--- config.mk ---
export PLATFORM = sky130hd
export DESIGN_NAME = zip_record_stream_scanner_unit
export DESIGN_NICKNAME = d
export VERILOG_FILES = /design/src/rtl/zrss_pkg.sv /design/src/rtl/zrss_front.sv /design/src/rtl/zrss_queue.sv /design/src/rtl/zrss_back.sv /design/src/rtl/zip_record_stream_scanner_unit.sv
export SDC_FILE = /design/constraint.sdc
export NUM_CORES = 1
export LEC_CHECK = 0
export ABC_CLOCK_PERIOD_IN_PS = 8500
export BUFFER_PORTS_ARGS = -buffer_cell sky130_fd_sc_hd__buf_4
export CAP_MARGIN = 20
export CORE_MARGIN = 4
export CORE_UTILIZATION = 63
export CTS_BUF_LIST = sky130_fd_sc_hd__clkbuf_16
export CTS_CLUSTER_DIAMETER = 100
export DETAILED_ROUTE_END_ITERATION = 10
export PLACE_DENSITY = 0.76
export SLEW_MARGIN = 20
export SYNTH_ARGS = -nofsm -noshare
export SYNTH_HDL_FRONTEND = slang
export SYNTH_SLANG_ARGS = --single-unit
export TNS_END_PERCENT = 10
--- constraint.sdc ---
create_clock -name clk -period 8.5 [get_ports clk]
set_input_delay 0.85 -clock clk [delete_from_list [all_inputs] [get_ports clk]]
set_output_delay 0.85 -clock clk [all_outputs]
set_load 0.05 [all_outputs]
--- src/rtl/zrss_pkg.sv ---
// Shared types and constants for the ZIP record stream scanner.
package zrss_pkg;

    typedef struct packed {
        logic [7:0] data_byte;
        logic       end_of_file;
    } in_t;

    typedef struct packed {
        logic [2:0]  record_kind;
        logic [39:0] record_offset;
        logic [31:0] record_size;
        logic [1:0]  halt_reason;
        logic        last_of_run;
    } out_t;

    typedef enum logic [1:0] {
        PH_SIG,
        PH_HDR,
        PH_SKIP,
        PH_HALT
    } phase_t;

    typedef enum logic [1:0] {
        REC_LOCAL,
        REC_CENTRAL,
        REC_END
    } rec_t;

    localparam logic [2:0] KIND_LOCAL   = 3'd0;
    localparam logic [2:0] KIND_DATA    = 3'd1;
    localparam logic [2:0] KIND_CENTRAL = 3'd2;
    localparam logic [2:0] KIND_END     = 3'd3;
    localparam logic [2:0] KIND_HALT    = 3'd4;

    localparam logic [1:0] REASON_NONE  = 2'd0;
    localparam logic [1:0] REASON_SIG   = 2'd1;
    localparam logic [1:0] REASON_ZIP64 = 2'd2;

    localparam logic [31:0] SIG_LOCAL   = 32'h504B0304;
    localparam logic [31:0] SIG_CENTRAL = 32'h504B0102;
    localparam logic [31:0] SIG_END     = 32'h504B0506;
    localparam logic [31:0] SIZE_ZIP64  = 32'hFFFFFFFF;

    localparam logic [31:0] LOCAL_FIXED   = 32'd30;
    localparam logic [31:0] CENTRAL_FIXED = 32'd46;
    localparam logic [31:0] END_FIXED     = 32'd22;

    // header field positions; POS_NONE is beyond any 6-bit position
    localparam logic [6:0] POS_NONE   = 7'd64;
    localparam logic [6:0] LOC_CS     = 7'd18;
    localparam logic [6:0] LOC_US     = 7'd22;
    localparam logic [6:0] LOC_NL     = 7'd26;
    localparam logic [6:0] LOC_EL     = 7'd28;
    localparam logic [5:0] LOC_LAST   = 6'd29;
    localparam logic [6:0] CEN_CS     = 7'd20;
    localparam logic [6:0] CEN_US     = 7'd24;
    localparam logic [6:0] CEN_NL     = 7'd28;
    localparam logic [6:0] CEN_EL     = 7'd30;
    localparam logic [6:0] CEN_CL     = 7'd32;
    localparam logic [5:0] CEN_LAST   = 6'd45;
    localparam logic [6:0] END_CL     = 7'd20;
    localparam logic [5:0] END_LAST   = 6'd21;
    localparam logic [5:0] SIG_LAST   = 6'd3;
    localparam logic [5:0] HDR_FIRST  = 6'd4;

    localparam int QUEUE_DEPTH = 4;

    // one parsed event: one result, or a local header pair
    typedef struct packed {
        logic [2:0]  kind;
        logic [1:0]  reason;
        logic        two;
        logic [31:0] size;
        logic [17:0] var_len;
        logic [31:0] data_size;
    } evt_t;

endpackage

--- src/rtl/zrss_front.sv ---
// Front end: byte parser that classifies records and produces events.
module zrss_front #(
    parameter int OFFSET_BITS = 40
) (
    input  logic                   clk,
    input  logic                   rst_n,
    input  logic                   fire,
    input  zrss_pkg::in_t          byte_in,
    output logic                   push,
    output zrss_pkg::evt_t         evt,
    output logic [OFFSET_BITS-1:0] evt_start
);

    logic [OFFSET_BITS-1:0] offset_reg, offset_next;
    logic [OFFSET_BITS-1:0] start_reg, start_next;
    zrss_pkg::phase_t       phase_reg, phase_next;
    zrss_pkg::rec_t         type_reg, type_next;
    logic [5:0]             pos_reg, pos_next;
    logic [31:0]            sig_reg, sig_next;
    logic [31:0]            csize_reg, csize_next;
    logic                   uones_reg, uones_next;
    logic [15:0]            nlen_reg, nlen_next;
    logic [15:0]            elen_reg, elen_next;
    logic [15:0]            clen_reg, clen_next;
    logic [32:0]            skip_reg, skip_next;

    logic [7:0]  b;
    logic [6:0]  p7;
    logic [6:0]  cs_pos, us_pos, nl_pos, el_pos, cl_pos;
    logic [5:0]  last_pos;
    logic [17:0] var_len;
    logic [32:0] skip_len;
    logic        emit;
    zrss_pkg::evt_t evt_c;

    assign b  = byte_in.data_byte;
    assign p7 = {1'b0, pos_reg};

    always_comb
    begin
        case (type_reg)
            zrss_pkg::REC_LOCAL:
            begin
                cs_pos = zrss_pkg::LOC_CS;  us_pos = zrss_pkg::LOC_US;
                nl_pos = zrss_pkg::LOC_NL;  el_pos = zrss_pkg::LOC_EL;
                cl_pos = zrss_pkg::POS_NONE; last_pos = zrss_pkg::LOC_LAST;
            end
            zrss_pkg::REC_CENTRAL:
            begin
                cs_pos = zrss_pkg::CEN_CS;  us_pos = zrss_pkg::CEN_US;
                nl_pos = zrss_pkg::CEN_NL;  el_pos = zrss_pkg::CEN_EL;
                cl_pos = zrss_pkg::CEN_CL;  last_pos = zrss_pkg::CEN_LAST;
            end
            default:
            begin
                cs_pos = zrss_pkg::POS_NONE; us_pos = zrss_pkg::POS_NONE;
                nl_pos = zrss_pkg::POS_NONE; el_pos = zrss_pkg::POS_NONE;
                cl_pos = zrss_pkg::END_CL;   last_pos = zrss_pkg::END_LAST;
            end
        endcase
    end

    always_comb
    begin
        offset_next = offset_reg + OFFSET_BITS'(1);
        start_next  = start_reg;
        phase_next  = phase_reg;
        type_next   = type_reg;
        pos_next    = pos_reg;
        sig_next    = sig_reg;
        csize_next  = csize_reg;
        uones_next  = uones_reg;
        nlen_next   = nlen_reg;
        elen_next   = elen_reg;
        clen_next   = clen_reg;
        skip_next   = skip_reg;
        emit        = 1'b0;
        evt_c       = '0;
        var_len     = '0;
        skip_len    = '0;

        case (phase_reg)
            zrss_pkg::PH_SIG:
            begin
                if (pos_reg == 6'd0)
                    start_next = offset_reg;
                sig_next = {sig_reg[23:0], b};
                if (pos_reg < zrss_pkg::SIG_LAST)
                    pos_next = pos_reg + 6'd1;
                else if (sig_next == zrss_pkg::SIG_LOCAL)
                begin
                    type_next = zrss_pkg::REC_LOCAL;
                    phase_next = zrss_pkg::PH_HDR;
                    pos_next = zrss_pkg::HDR_FIRST;
                end
                else if (sig_next == zrss_pkg::SIG_CENTRAL)
                begin
                    type_next = zrss_pkg::REC_CENTRAL;
                    phase_next = zrss_pkg::PH_HDR;
                    pos_next = zrss_pkg::HDR_FIRST;
                end
                else if (sig_next == zrss_pkg::SIG_END)
                begin
                    type_next = zrss_pkg::REC_END;
                    phase_next = zrss_pkg::PH_HDR;
                    pos_next = zrss_pkg::HDR_FIRST;
                end
                else
                begin
                    emit = 1'b1;
                    evt_c.kind = zrss_pkg::KIND_HALT;
                    evt_c.reason = zrss_pkg::REASON_SIG;
                    phase_next = zrss_pkg::PH_HALT;
                    pos_next = 6'd0;
                end
            end
            zrss_pkg::PH_HDR:
            begin
                // little-endian byte lanes; the low byte clears the upper lanes
                if (p7 == cs_pos)              csize_next = {24'd0, b};
                else if (p7 == cs_pos + 7'd1)  csize_next[15:8] = b;
                else if (p7 == cs_pos + 7'd2)  csize_next[23:16] = b;
                else if (p7 == cs_pos + 7'd3)  csize_next[31:24] = b;

                if (p7 == us_pos)
                    uones_next = (b == 8'hFF);
                else if (p7 == us_pos + 7'd1 || p7 == us_pos + 7'd2 ||
                         p7 == us_pos + 7'd3)
                    uones_next = uones_reg & (b == 8'hFF);

                if (p7 == nl_pos)              nlen_next = {8'd0, b};
                else if (p7 == nl_pos + 7'd1)  nlen_next[15:8] = b;
                if (p7 == el_pos)              elen_next = {8'd0, b};
                else if (p7 == el_pos + 7'd1)  elen_next[15:8] = b;
                if (p7 == cl_pos)              clen_next = {8'd0, b};
                else if (p7 == cl_pos + 7'd1)  clen_next[15:8] = b;

                case (type_reg)
                    zrss_pkg::REC_LOCAL:
                    begin
                        var_len  = 18'(nlen_next) + 18'(elen_next);
                        skip_len = 33'(var_len) + 33'(csize_next);
                    end
                    zrss_pkg::REC_CENTRAL:
                    begin
                        var_len  = 18'(nlen_next) + 18'(elen_next) + 18'(clen_next);
                        skip_len = 33'(var_len);
                    end
                    default:
                    begin
                        var_len  = 18'(clen_next);
                        skip_len = 33'(var_len);
                    end
                endcase

                if (pos_reg < last_pos)
                    pos_next = pos_reg + 6'd1;
                else if (type_reg != zrss_pkg::REC_END &&
                         (csize_next == zrss_pkg::SIZE_ZIP64 || uones_next))
                begin
                    emit = 1'b1;
                    evt_c.kind = zrss_pkg::KIND_HALT;
                    evt_c.reason = zrss_pkg::REASON_ZIP64;
                    phase_next = zrss_pkg::PH_HALT;
                    pos_next = 6'd0;
                end
                else
                begin
                    emit = 1'b1;
                    evt_c.var_len = var_len;
                    evt_c.data_size = csize_next;
                    case (type_reg)
                        zrss_pkg::REC_LOCAL:
                        begin
                            evt_c.kind = zrss_pkg::KIND_LOCAL;
                            evt_c.two  = 1'b1;
                            evt_c.size = 32'(var_len) + zrss_pkg::LOCAL_FIXED;
                        end
                        zrss_pkg::REC_CENTRAL:
                        begin
                            evt_c.kind = zrss_pkg::KIND_CENTRAL;
                            evt_c.size = 32'(var_len) + zrss_pkg::CENTRAL_FIXED;
                        end
                        default:
                        begin
                            evt_c.kind = zrss_pkg::KIND_END;
                            evt_c.size = 32'(var_len) + zrss_pkg::END_FIXED;
                        end
                    endcase
                    skip_next = skip_len;
                    pos_next = 6'd0;
                    phase_next = (skip_len == 33'd0) ? zrss_pkg::PH_SIG
                                                     : zrss_pkg::PH_SKIP;
                end
            end
            zrss_pkg::PH_SKIP:
            begin
                if (skip_reg != 33'd0)
                    skip_next = skip_reg - 33'd1;
                if (skip_next == 33'd0)
                begin
                    phase_next = zrss_pkg::PH_SIG;
                    pos_next = 6'd0;
                end
            end
            default:
            begin
                // halted: bytes are dropped until end of file
            end
        endcase

        if (byte_in.end_of_file)
        begin
            offset_next = '0;
            start_next  = '0;
            phase_next  = zrss_pkg::PH_SIG;
            type_next   = zrss_pkg::REC_LOCAL;
            pos_next    = '0;
            sig_next    = '0;
            csize_next  = '0;
            uones_next  = 1'b0;
            nlen_next   = '0;
            elen_next   = '0;
            clen_next   = '0;
            skip_next   = '0;
        end
    end

    always_ff @(posedge clk or negedge rst_n)
    begin
        if (!rst_n)
        begin
            offset_reg <= '0;
            start_reg  <= '0;
            phase_reg  <= zrss_pkg::PH_SIG;
            type_reg   <= zrss_pkg::REC_LOCAL;
            pos_reg    <= '0;
            sig_reg    <= '0;
            csize_reg  <= '0;
            uones_reg  <= 1'b0;
            nlen_reg   <= '0;
            elen_reg   <= '0;
            clen_reg   <= '0;
            skip_reg   <= '0;
        end
        else if (fire)
        begin
            offset_reg <= offset_next;
            start_reg  <= start_next;
            phase_reg  <= phase_next;
            type_reg   <= type_next;
            pos_reg    <= pos_next;
            sig_reg    <= sig_next;
            csize_reg  <= csize_next;
            uones_reg  <= uones_next;
            nlen_reg   <= nlen_next;
            elen_reg   <= elen_next;
            clen_reg   <= clen_next;
            skip_reg   <= skip_next;
        end
    end

    // record start is already held when any event is produced
    assign push      = fire & emit;
    assign evt       = evt_c;
    assign evt_start = start_reg;

endmodule

--- src/rtl/zrss_queue.sv ---
// Small FIFO that decouples the parser from the result stage.
module zrss_queue #(
    parameter int WIDTH = 8
) (
    input  logic             clk,
    input  logic             rst_n,
    input  logic             push,
    input  logic [WIDTH-1:0] wdata,
    input  logic             pop,
    output logic [WIDTH-1:0] rdata,
    output logic             full,
    output logic             not_empty
);

    localparam int PTR_BITS = $clog2(zrss_pkg::QUEUE_DEPTH);
    localparam int CNT_BITS = $clog2(zrss_pkg::QUEUE_DEPTH + 1);

    logic [WIDTH-1:0]    mem [zrss_pkg::QUEUE_DEPTH];
    logic [PTR_BITS-1:0] wr_ptr_reg, rd_ptr_reg;
    logic [CNT_BITS-1:0] count_reg, count_next;

    always_comb
    begin
        count_next = count_reg;
        if (push && !pop)
            count_next = count_reg + CNT_BITS'(1);
        else if (pop && !push)
            count_next = count_reg - CNT_BITS'(1);
    end

    always_ff @(posedge clk)
    begin
        if (push)
            mem[wr_ptr_reg] <= wdata;
    end

    always_ff @(posedge clk or negedge rst_n)
    begin
        if (!rst_n)
        begin
            wr_ptr_reg <= '0;
            rd_ptr_reg <= '0;
            count_reg  <= '0;
        end
        else
        begin
            if (push)
                wr_ptr_reg <= (wr_ptr_reg == PTR_BITS'(zrss_pkg::QUEUE_DEPTH - 1))
                              ? '0 : wr_ptr_reg + PTR_BITS'(1);
            if (pop)
                rd_ptr_reg <= (rd_ptr_reg == PTR_BITS'(zrss_pkg::QUEUE_DEPTH - 1))
                              ? '0 : rd_ptr_reg + PTR_BITS'(1);
            count_reg <= count_next;
        end
    end

    assign rdata     = mem[rd_ptr_reg];
    assign full      = (count_reg == CNT_BITS'(zrss_pkg::QUEUE_DEPTH));
    assign not_empty = (count_reg != '0);

endmodule

--- src/rtl/zrss_back.sv ---
// Back end: expands events into result records behind an output register.
module zrss_back #(
    parameter int OFFSET_BITS = 40
) (
    input  logic                   clk,
    input  logic                   rst_n,
    input  logic                   evt_valid,
    input  zrss_pkg::evt_t         evt,
    input  logic [OFFSET_BITS-1:0] evt_start,
    output logic                   pop,
    output logic                   rec_valid,
    input  logic                   rec_ready,
    output zrss_pkg::out_t         rec_req
);

    logic                   out_valid_reg, out_valid_next;
    zrss_pkg::out_t         out_reg, out_next;
    logic                   pend_reg, pend_next;
    logic [OFFSET_BITS-1:0] pend_ofs_reg, pend_ofs_next;
    logic [31:0]            pend_size_reg, pend_size_next;
    logic                   load;
    logic [63:0]            start_wide;
    logic [63:0]            pend_wide;

    assign start_wide = 64'(evt_start);
    assign pend_wide  = 64'(pend_ofs_reg);
    assign load       = !out_valid_reg || rec_ready;

    always_comb
    begin
        out_next       = out_reg;
        out_valid_next = out_valid_reg;
        pend_next      = pend_reg;
        pend_ofs_next  = pend_ofs_reg;
        pend_size_next = pend_size_reg;
        pop            = 1'b0;

        if (load)
        begin
            out_valid_next = pend_reg || evt_valid;
            if (pend_reg)
            begin
                // file data record following its local header
                out_next.record_kind   = zrss_pkg::KIND_DATA;
                out_next.record_offset = pend_wide[39:0];
                out_next.record_size   = pend_size_reg;
                out_next.halt_reason   = zrss_pkg::REASON_NONE;
                out_next.last_of_run   = 1'b1;
                pend_next = 1'b0;
            end
            else if (evt_valid)
            begin
                pop = 1'b1;
                out_next.record_kind   = evt.kind;
                out_next.record_offset = start_wide[39:0];
                out_next.record_size   = evt.size;
                out_next.halt_reason   = evt.reason;
                out_next.last_of_run   = !evt.two;
                pend_next      = evt.two;
                pend_ofs_next  = evt_start + OFFSET_BITS'(zrss_pkg::LOCAL_FIXED)
                                 + OFFSET_BITS'(evt.var_len);
                pend_size_next = evt.data_size;
            end
        end
    end

    always_ff @(posedge clk or negedge rst_n)
    begin
        if (!rst_n)
        begin
            out_valid_reg <= 1'b0;
            pend_reg      <= 1'b0;
        end
        else
        begin
            out_valid_reg <= out_valid_next;
            pend_reg      <= pend_next;
        end
    end

    always_ff @(posedge clk)
    begin
        out_reg       <= out_next;
        pend_ofs_reg  <= pend_ofs_next;
        pend_size_reg <= pend_size_next;
    end

    assign rec_valid = out_valid_reg;
    assign rec_req   = out_reg;

endmodule

--- src/rtl/zip_record_stream_scanner_unit.sv ---
// ZIP record stream scanner: one archive byte per cycle, record descriptors out.
// Throughput: one byte per cycle; byte_ready drops only while the 4-entry event queue is full.
// Path: each result goes through the event queue, then the output register, to rec_valid; the file
// data record of a local header shows in the cycle after its header result is taken.
// Reset: asynchronous, active low; clears parser, queue and output valid, no clearing pass.
module zip_record_stream_scanner_unit #(
    parameter int OFFSET_BITS = 40
) (
    input  logic           clk,
    input  logic           rst_n,
    input  logic           byte_valid,
    output logic           byte_ready,
    input  zrss_pkg::in_t  byte_req,
    output logic           rec_valid,
    input  logic           rec_ready,
    output zrss_pkg::out_t rec_req
);

    localparam int EVT_BITS = $bits(zrss_pkg::evt_t);
    localparam int Q_WIDTH  = EVT_BITS + OFFSET_BITS;

    logic                   fire;
    logic                   push;
    logic                   pop;
    logic                   q_full;
    logic                   q_valid;
    zrss_pkg::evt_t         f_evt;
    logic [OFFSET_BITS-1:0] f_start;
    logic [Q_WIDTH-1:0]     q_wdata;
    logic [Q_WIDTH-1:0]     q_rdata;
    zrss_pkg::evt_t         b_evt;
    logic [OFFSET_BITS-1:0] b_start;

    assign byte_ready = !q_full;
    assign fire       = byte_valid && byte_ready;
    assign q_wdata    = {f_start, f_evt};
    assign b_evt      = q_rdata[EVT_BITS-1:0];
    assign b_start    = q_rdata[Q_WIDTH-1:EVT_BITS];

    zrss_front #(
        .OFFSET_BITS(OFFSET_BITS)
    ) u_front (
        .clk      (clk),
        .rst_n    (rst_n),
        .fire     (fire),
        .byte_in  (byte_req),
        .push     (push),
        .evt      (f_evt),
        .evt_start(f_start)
    );

    zrss_queue #(
        .WIDTH(Q_WIDTH)
    ) u_queue (
        .clk      (clk),
        .rst_n    (rst_n),
        .push     (push),
        .wdata    (q_wdata),
        .pop      (pop),
        .rdata    (q_rdata),
        .full     (q_full),
        .not_empty(q_valid)
    );

    zrss_back #(
        .OFFSET_BITS(OFFSET_BITS)
    ) u_back (
        .clk      (clk),
        .rst_n    (rst_n),
        .evt_valid(q_valid),
        .evt      (b_evt),
        .evt_start(b_start),
        .pop      (pop),
        .rec_valid(rec_valid),
        .rec_ready(rec_ready),
        .rec_req  (rec_req)
    );

endmodule

After elaboration in Yosys (flattened, before gate mapping)
Memories as Yosys holds them, arrays and structs flattened.
Index checks and enable logic that the tools add are counted.
{"block": "totals", "ff_bits": 387, "ram_bits": 512, "input_bits": 13, "out_inout_bits": 80, "memories": 1}
{"memory": "u_queue.mem", "depth": 4, "word_bits": 128, "rd": 1, "rd_clocked_by_memory_dff": 0, "wr": 1, "line_no": "zrss_queue.sv:18", "text": "logic [WIDTH-1:0] mem [zrss_pkg::QUEUE_DEPTH];"}
{"block": "classes", "n_addsub": 24, "order_cmp": 2, "eq_ne": 31, "mux": 115, "n_bitwise": 3, "reduce_logical": 38}
{"op": "33-bit two-way mux", "n": 6}
{"op": "8-bit two-way mux", "n": 21}
{"op": "83-bit two-way mux", "n": 2}
{"op": "40-bit two-way mux", "n": 4}
{"op": "33-bit case mux with 2 select lines", "n": 2}
{"op": "16-bit two-way mux", "n": 7}
{"op": "6-bit by 7-bit equality test with 1-bit output", "n": 14}
{"op": "32-bit by 31-bit equality test with 1-bit output (second input constant)", "n": 3}
{"op": "24-bit two-way mux", "n": 4}
{"op": "88-bit two-way mux", "n": 1}
{"op": "78-bit two-way mux", "n": 1}
{"op": "75-bit two-way mux", "n": 1}
{"op": "7-bit case mux with 2 select lines", "n": 5}
{"op": "33-bit zero test", "n": 2}
{"op": "32-bit two-way mux", "n": 2}
{"op": "32-bit case mux with 2 select lines", "n": 1}
{"op": "40-bit by 1-bit adder with 40-bit output (second input constant)", "n": 1}
{"op": "40-bit by 18-bit adder with 40-bit output", "n": 1}
{"op": "40-bit by 5-bit adder with 40-bit output (second input constant)", "n": 1}
{"op": "18-bit by 5-bit adder with 19-bit output (second input constant)", "n": 2}
{"op": "2-bit two-way mux", "n": 18}
{"op": "18-bit case mux with 2 select lines", "n": 1}
{"op": "7-bit by 1-bit adder with 7-bit output (second input constant)", "n": 5}
{"op": "18-bit by 32-bit adder with 33-bit output", "n": 1}
{"op": "45 further kinds", "n": 107}

Longest topological paths before layout
{"block": "logic_depth", "word_depth": 18, "ltp_mapped": 31}

Hierarchy
From an unflattened synthesis, not the netlist that was laid out.
{"block": "hier_totals", "hier_cells": 3180, "area_unflattened_um2": 42769.8}
{"mod": "zrss_queue", "n_inst": 1, "cells_each": 706, "area_per_inst_um2": 18886.9, "seq_area_each_um2": 15549.9}
{"mod": "zrss_front", "n_inst": 1, "cells_each": 2001, "area_per_inst_um2": 16781.1, "seq_area_each_um2": 5705.5}
{"mod": "zrss_back", "n_inst": 1, "cells_each": 471, "area_per_inst_um2": 7091.8, "seq_area_each_um2": 4554.4}
{"mod": "zip_record_stream_scanner_unit", "n_inst": 1, "cells_each": 2, "area_per_inst_um2": 10.0, "seq_area_each_um2": 0.0}

Worst setup path before layout
No wires, ideal clock.
{"block": "synth_timing", "kind": "input to register", "startpoint": "input rec_ready", "endpoint": "register u_queue.count_reg[1]", "arrival_ns": 7.353, "slack_ns": 1.023, "stages": 7, "path_buffers": 0, "cell_sequence": "nor2b_1 -> nor3_1 -> inv_1 -> ha_1 -> inv_1 -> fa_1 -> mux2_2"}
{"block": "synth_via", "elab_chain_len": 5, "elab_cells_between_ends": 7, "cone_classes": "mux: 2; reduce/logical: 5"}
{"element": "from (decl)", "line_no": "zip_record_stream_scanner_unit.sv:15", "text": "input logic rec_ready,"}
{"element": "1-bit logical OR", "line_no": "zrss_back.sv:27", "text": "assign load = !out_valid_reg || rec_ready;"}
{"element": "1-bit two-way mux", "line_no": "zrss_back.sv:38", "text": "if (load)"}
{"element": "1-bit zero test", "line_no": "zrss_queue.sv:25", "text": "if (push && !pop)"}
{"element": "1-bit logical AND", "line_no": "zrss_queue.sv:25"}
{"element": "3-bit two-way mux", "line_no": "zrss_queue.sv:25"}
{"element": "named net u_queue.count_next[1]", "line_no": "zrss_queue.sv:20", "text": "logic [CNT_BITS-1:0] count_reg, count_next;"}
{"element": "to (signal assigned)", "line_no": "zrss_queue.sv:53", "text": "count_reg <= count_next;"}
{"element": "to (decl)", "line_no": "zrss_queue.sv:20"}
The timed path passes the listed nets, and every way through them passes these cells.
A chain may end at the register's enable or synchronous reset.

==> run_results.csv <==
group,metric,value,unit
clock_tree,clock-sinks,843,
detailed_routing,detail-route-antenna-nets,0,
clock_tree,root_buffer,"sky130_fd_sc_hd__clkbuf_16",
sta,hold_violations,0,
layout,postLayoutCellArea,0.0448,mm^2
grt,grt_first_pass_wirelength,170000,um
detailed_routing,wl_per_cell,27.3,um
setup_path,critPathArrivalTime,8.25,ns
clock_tree,clock_tree_from_tritoncts,"built",
sta,setup-tns-final,0,ns
logic_synthesis,synthFlopType,"sky130_fd_sc_hd__edfxtp_1",
sta,setup_violations,0,
clock_tree,cts.reportedPaths.clkPinSlew,0.06,ns
grt,first_global_vias,27300,
placed_design,dp_hpwl,73200,um
pwr,vdd.ir_drop.worst,0.286,mV
clock_tree,number_of_buffers_inserted_by_post_cts_setup_repair,0,
logic_synthesis,mux_cell_area_share_after_synthesis,9.63,%
logic_synthesis,post-synth-top-area-cell,"sky130_fd_sc_hd__edfxtp_1",
clock_tree,cts_buffer_depth,3,
detailed_routing,drt_first_pass_iters,5,
placed_design,post_dp_cell_area,0.0419,mm^2
setup_path,cpLargestDelayFamily,"simple AND/OR/NAND/NOR gates",
layout,largest_register_ffs,456,
layout,area_delta_synth_final,11.4,%
floorplanning,pin_count,93,
logic_synthesis,number_of_enable_flip_flop_cells_after_synthesis,606,
logic_synthesis,synth_top_family_by_area,"simple AND/OR/NAND/NOR gates",
logic_synthesis,synth.cell_area,0.0402,mm^2
detailed_routing,first_iter_violations,3244,
pwr,powerDensity,348,mW/mm^2
floorplanning,fp.dieH,261,um
worst_hold_path,worst_min_delay_path_category,"in -> async",
setup_path,setup.worst_path.class,"reg -> reg",
grt,grt_max_degree,139,
sta,timing_max_transition_violations_final,0,
sta,final.setup_skew,0.0476,ns
grt,antenna_violations_before_repair,3,
setup_path,critical_path.most_common_cell,"sky130_fd_sc_hd__ha_1",
setup_path,rrSetupSlack,0.71,ns
sta,layout_setup_ws,0.711,ns
logic_synthesis,synth_cells,3137,
layout,finalNetCount,3348,
sta,hold-worst-slack,0.189,ns
layout,count_of_fill_cells_added_during_filler_insertion,4078,
placed_design,port_buffers,92,
sta,max_freq,128,MHz
clock_tree,tritoncts.num_buffers,84,
logic_synthesis,yosys.area_share.adder,3.64,%
floorplanning,floorplan.core_area,0.0632,mm^2
layout,multi_input_comb_area,0.0151,mm^2
sta,slew_headroom,13.7,%
sta,worst-slew-pin-transition,1.30,ns
setup_path,worstSetupEndpoint,"u_queue.mem[0][67]$_DFFE_PP_",
logic_synthesis,yosys.area_share.xor_xnor,2.63,%
logic_synthesis,async_flop_share,28.1,%
grt,overflow,0,
setup_path,worstSetupPathDepth,23,
clock_tree,insertion_delay_of_the_later_clocked_pin_in_the_worst_skew_pair,0.66,ns
sta,layout_worst_path_cycle_share,91.6,%
logic_synthesis,yosysSeqAreaShare,60.0,%
setup_path,max_stage_delay,0.81,ns
detailed_routing,drc,0,
layout,regArea,0.0241,mm^2
setup_path,worstPathMaxFanout,14,
placed_design,pre_cts_ws,0.564,ns
detailed_routing,routed-via-count,27800,
setup_path,r2r_end,"u_queue.mem[0][67]$_DFFE_PP_",
sta,grt_setup_unrepaired,"no",
setup_path,worstPathCellList,"nor3b_4 > nand3_1 > nor3_1 > buf_4 > mux2_2 > ha_1 > nor2b_1 > o31a_1 > a21oi_1 > ha_1 > nor3_1 > o31ai_1 > o21ai_0 > inv_1 > ha_1 > o21ai_0 > nand2b_1 > a21o_1 > nand2_1 > or3_1 > or3_1 > or4b_1 > o21ai_1",
floorplanning,dieArea,0.0680,mm^2
flow_run,timing.max_cap.violations,0,
detailed_routing,routed_wl,113000,um
setup_path,crit_start,"u_front.pos_reg[4]$_DFFE_PN0P_",
logic_synthesis,simple_gate_share_of_the_synthesized_area,11.1,%
layout,post_route_cells_drive_above_1_share,16.1,%
setup_path,critPathLaunchType,"flip-flop",
grt,groute.usage.overall,33.3,%
placed_design,gp_congestion,0.956,
logic_synthesis,ys_top_cells_by_area,"sky130_fd_sc_hd__edfxtp_1, sky130_fd_sc_hd__dfrtp_1, sky130_fd_sc_hd__mux4_2",
logic_synthesis,netlist_top_cells_count,"sky130_fd_sc_hd__edfxtp_1, sky130_fd_sc_hd__nor2_1, sky130_fd_sc_hd__nand2_1",
logic_synthesis,ys_seq_elements,843,
setup_path,ff2ff_path_depth,23,
logic_synthesis,post-synth-top-area-fraction,45.2,%
clock_tree,clock_tree.htree_level_count,3,
pwr,power_leakage,17.4,nW
layout,max_flop_register,"u_queue.mem",
setup_path,cp_slowest_cell,"sky130_fd_sc_hd__o21ai_0",
setup_path,cp.buffers_inverters,2,
setup_path,required,8.96,ns
detailed_routing,vias_per_cell,6.71,
logic_synthesis,synth_most_common_cell,"sky130_fd_sc_hd__edfxtp_1",
floorplanning,die_width,261,um
run_status,run_status,"finished clean",
logic_synthesis,synthesis.area_per_instance,12.8,um^2
floorplanning,rows,92,
setup_path,worstSetupEndpointType,"flip-flop",
setup_path,launch_instance_of_the_worst_register_to_register_path,"u_front.pos_reg[4]$_DFFE_PN0P_",
logic_synthesis,synth.distinct_cells,96,
sta,layout_min_cycle_time,7.79,ns
logic_synthesis,yosys_warnings,0,
logic_synthesis,synth_area_in_compound_gates,10.4,%
floorplanning,floorplan.initialDensity,63.7,%
## how the worst min path moves through the flow
stage,to,slack (ns),start
floorplan,u_front.clen_reg[1]$_DFFE_PN0P_,0.45,u_front.clen_reg[1]$_DFFE_PN0P_
global placement,u_front.clen_reg[1]$_DFFE_PN0P_,0.46,u_front.clen_reg[1]$_DFFE_PN0P_
detailed placement,u_front.clen_reg[4]$_DFFE_PN0P_,0.47,u_front.clen_reg[4]$_DFFE_PN0P_
CTS,u_front.evt_start[37]$_DFFE_PN0P_,0.24,rst_n
global route,u_front.evt_start[37]$_DFFE_PN0P_,0.25,rst_n
finish,u_front.evt_start[37]$_DFFE_PN0P_,0.19,rst_n
## layout make-up
cell class / instances / share of cell area, %
antenna: 1 / 0.00558
clock inverter: 71 / 1.64
inverter: 121 / 1.01
timing repair buffer: 148 / 2.52
tap: 846 / 2.36
multi-input combinational: 2023 / 33.8
clock buffer: 86 / 4.80
sequential: 843 / 53.9
## what timing repair did
action,CTS,global route
resized for setup,0,1
setup endpoints to repair,0,1
endpoints found under the hold margin,0,0
hold buffers,0,0
## layer usage
metal	vias to the layer above	global-route usage [%]	routed length (um)
met5	-	0	13
li1	12000	-	-
met4	2	11.1	4140
met1	14000	47.4	45100
met2	1534	52.8	53600
met3	262	6.22	10000
## kinds of logic after synthesis
logic type | after synthesis
simple gates | 920
buf+inv | 274
compound gates | 630
flops | 843
fa+ha+maj | 114
mux | 234
other cells | 1
xor+xnor | 121
## report_power, final
part	switching [W]	internal [W]	total (W)
clock	0.00165	0.00217	0.00382
combinational	0.00386	0.00213	0.00599
sequential	0.000435	0.00533	0.00577
total	0.00594	0.00964	0.0156
## layout by cell type (no fill, tap or decap), types with 47 or more instances in the layout
cell and count:
sky130_fd_sc_hd__inv_1 134, sky130_fd_sc_hd__buf_4 146, sky130_fd_sc_hd__nand2_1 247, sky130_fd_sc_hd__a21oi_1 126, sky130_fd_sc_hd__ha_1 108, sky130_fd_sc_hd__mux2_2 83, sky130_fd_sc_hd__nand3_1 103, sky130_fd_sc_hd__clkbuf_16 86
sky130_fd_sc_hd__a22o_1 72, sky130_fd_sc_hd__xnor2_1 82, sky130_fd_sc_hd__nor2_1 248, sky130_fd_sc_hd__mux4_2 114, sky130_fd_sc_hd__o21ai_0 193, sky130_fd_sc_hd__edfxtp_1 606, sky130_fd_sc_hd__nor3_1 47, sky130_fd_sc_hd__dfrtp_1 234
## through the flow
| stage | instances | util (%) | power (W) |
|---|---|---|---|
| global placement | 3981 | 66.3 | 0.0113 |
| finish | 4139 | 70.9 | 0.0156 |
| floorplan | 3140 | - | 0.00980 |
| global route | 4138 | 70.9 | 0.0162 |
| CTS | 4138 | 70.9 | 0.0155 |
| detailed placement | 3981 | 66.3 | 0.0115 |
Power figures use the tool's default switching activity.
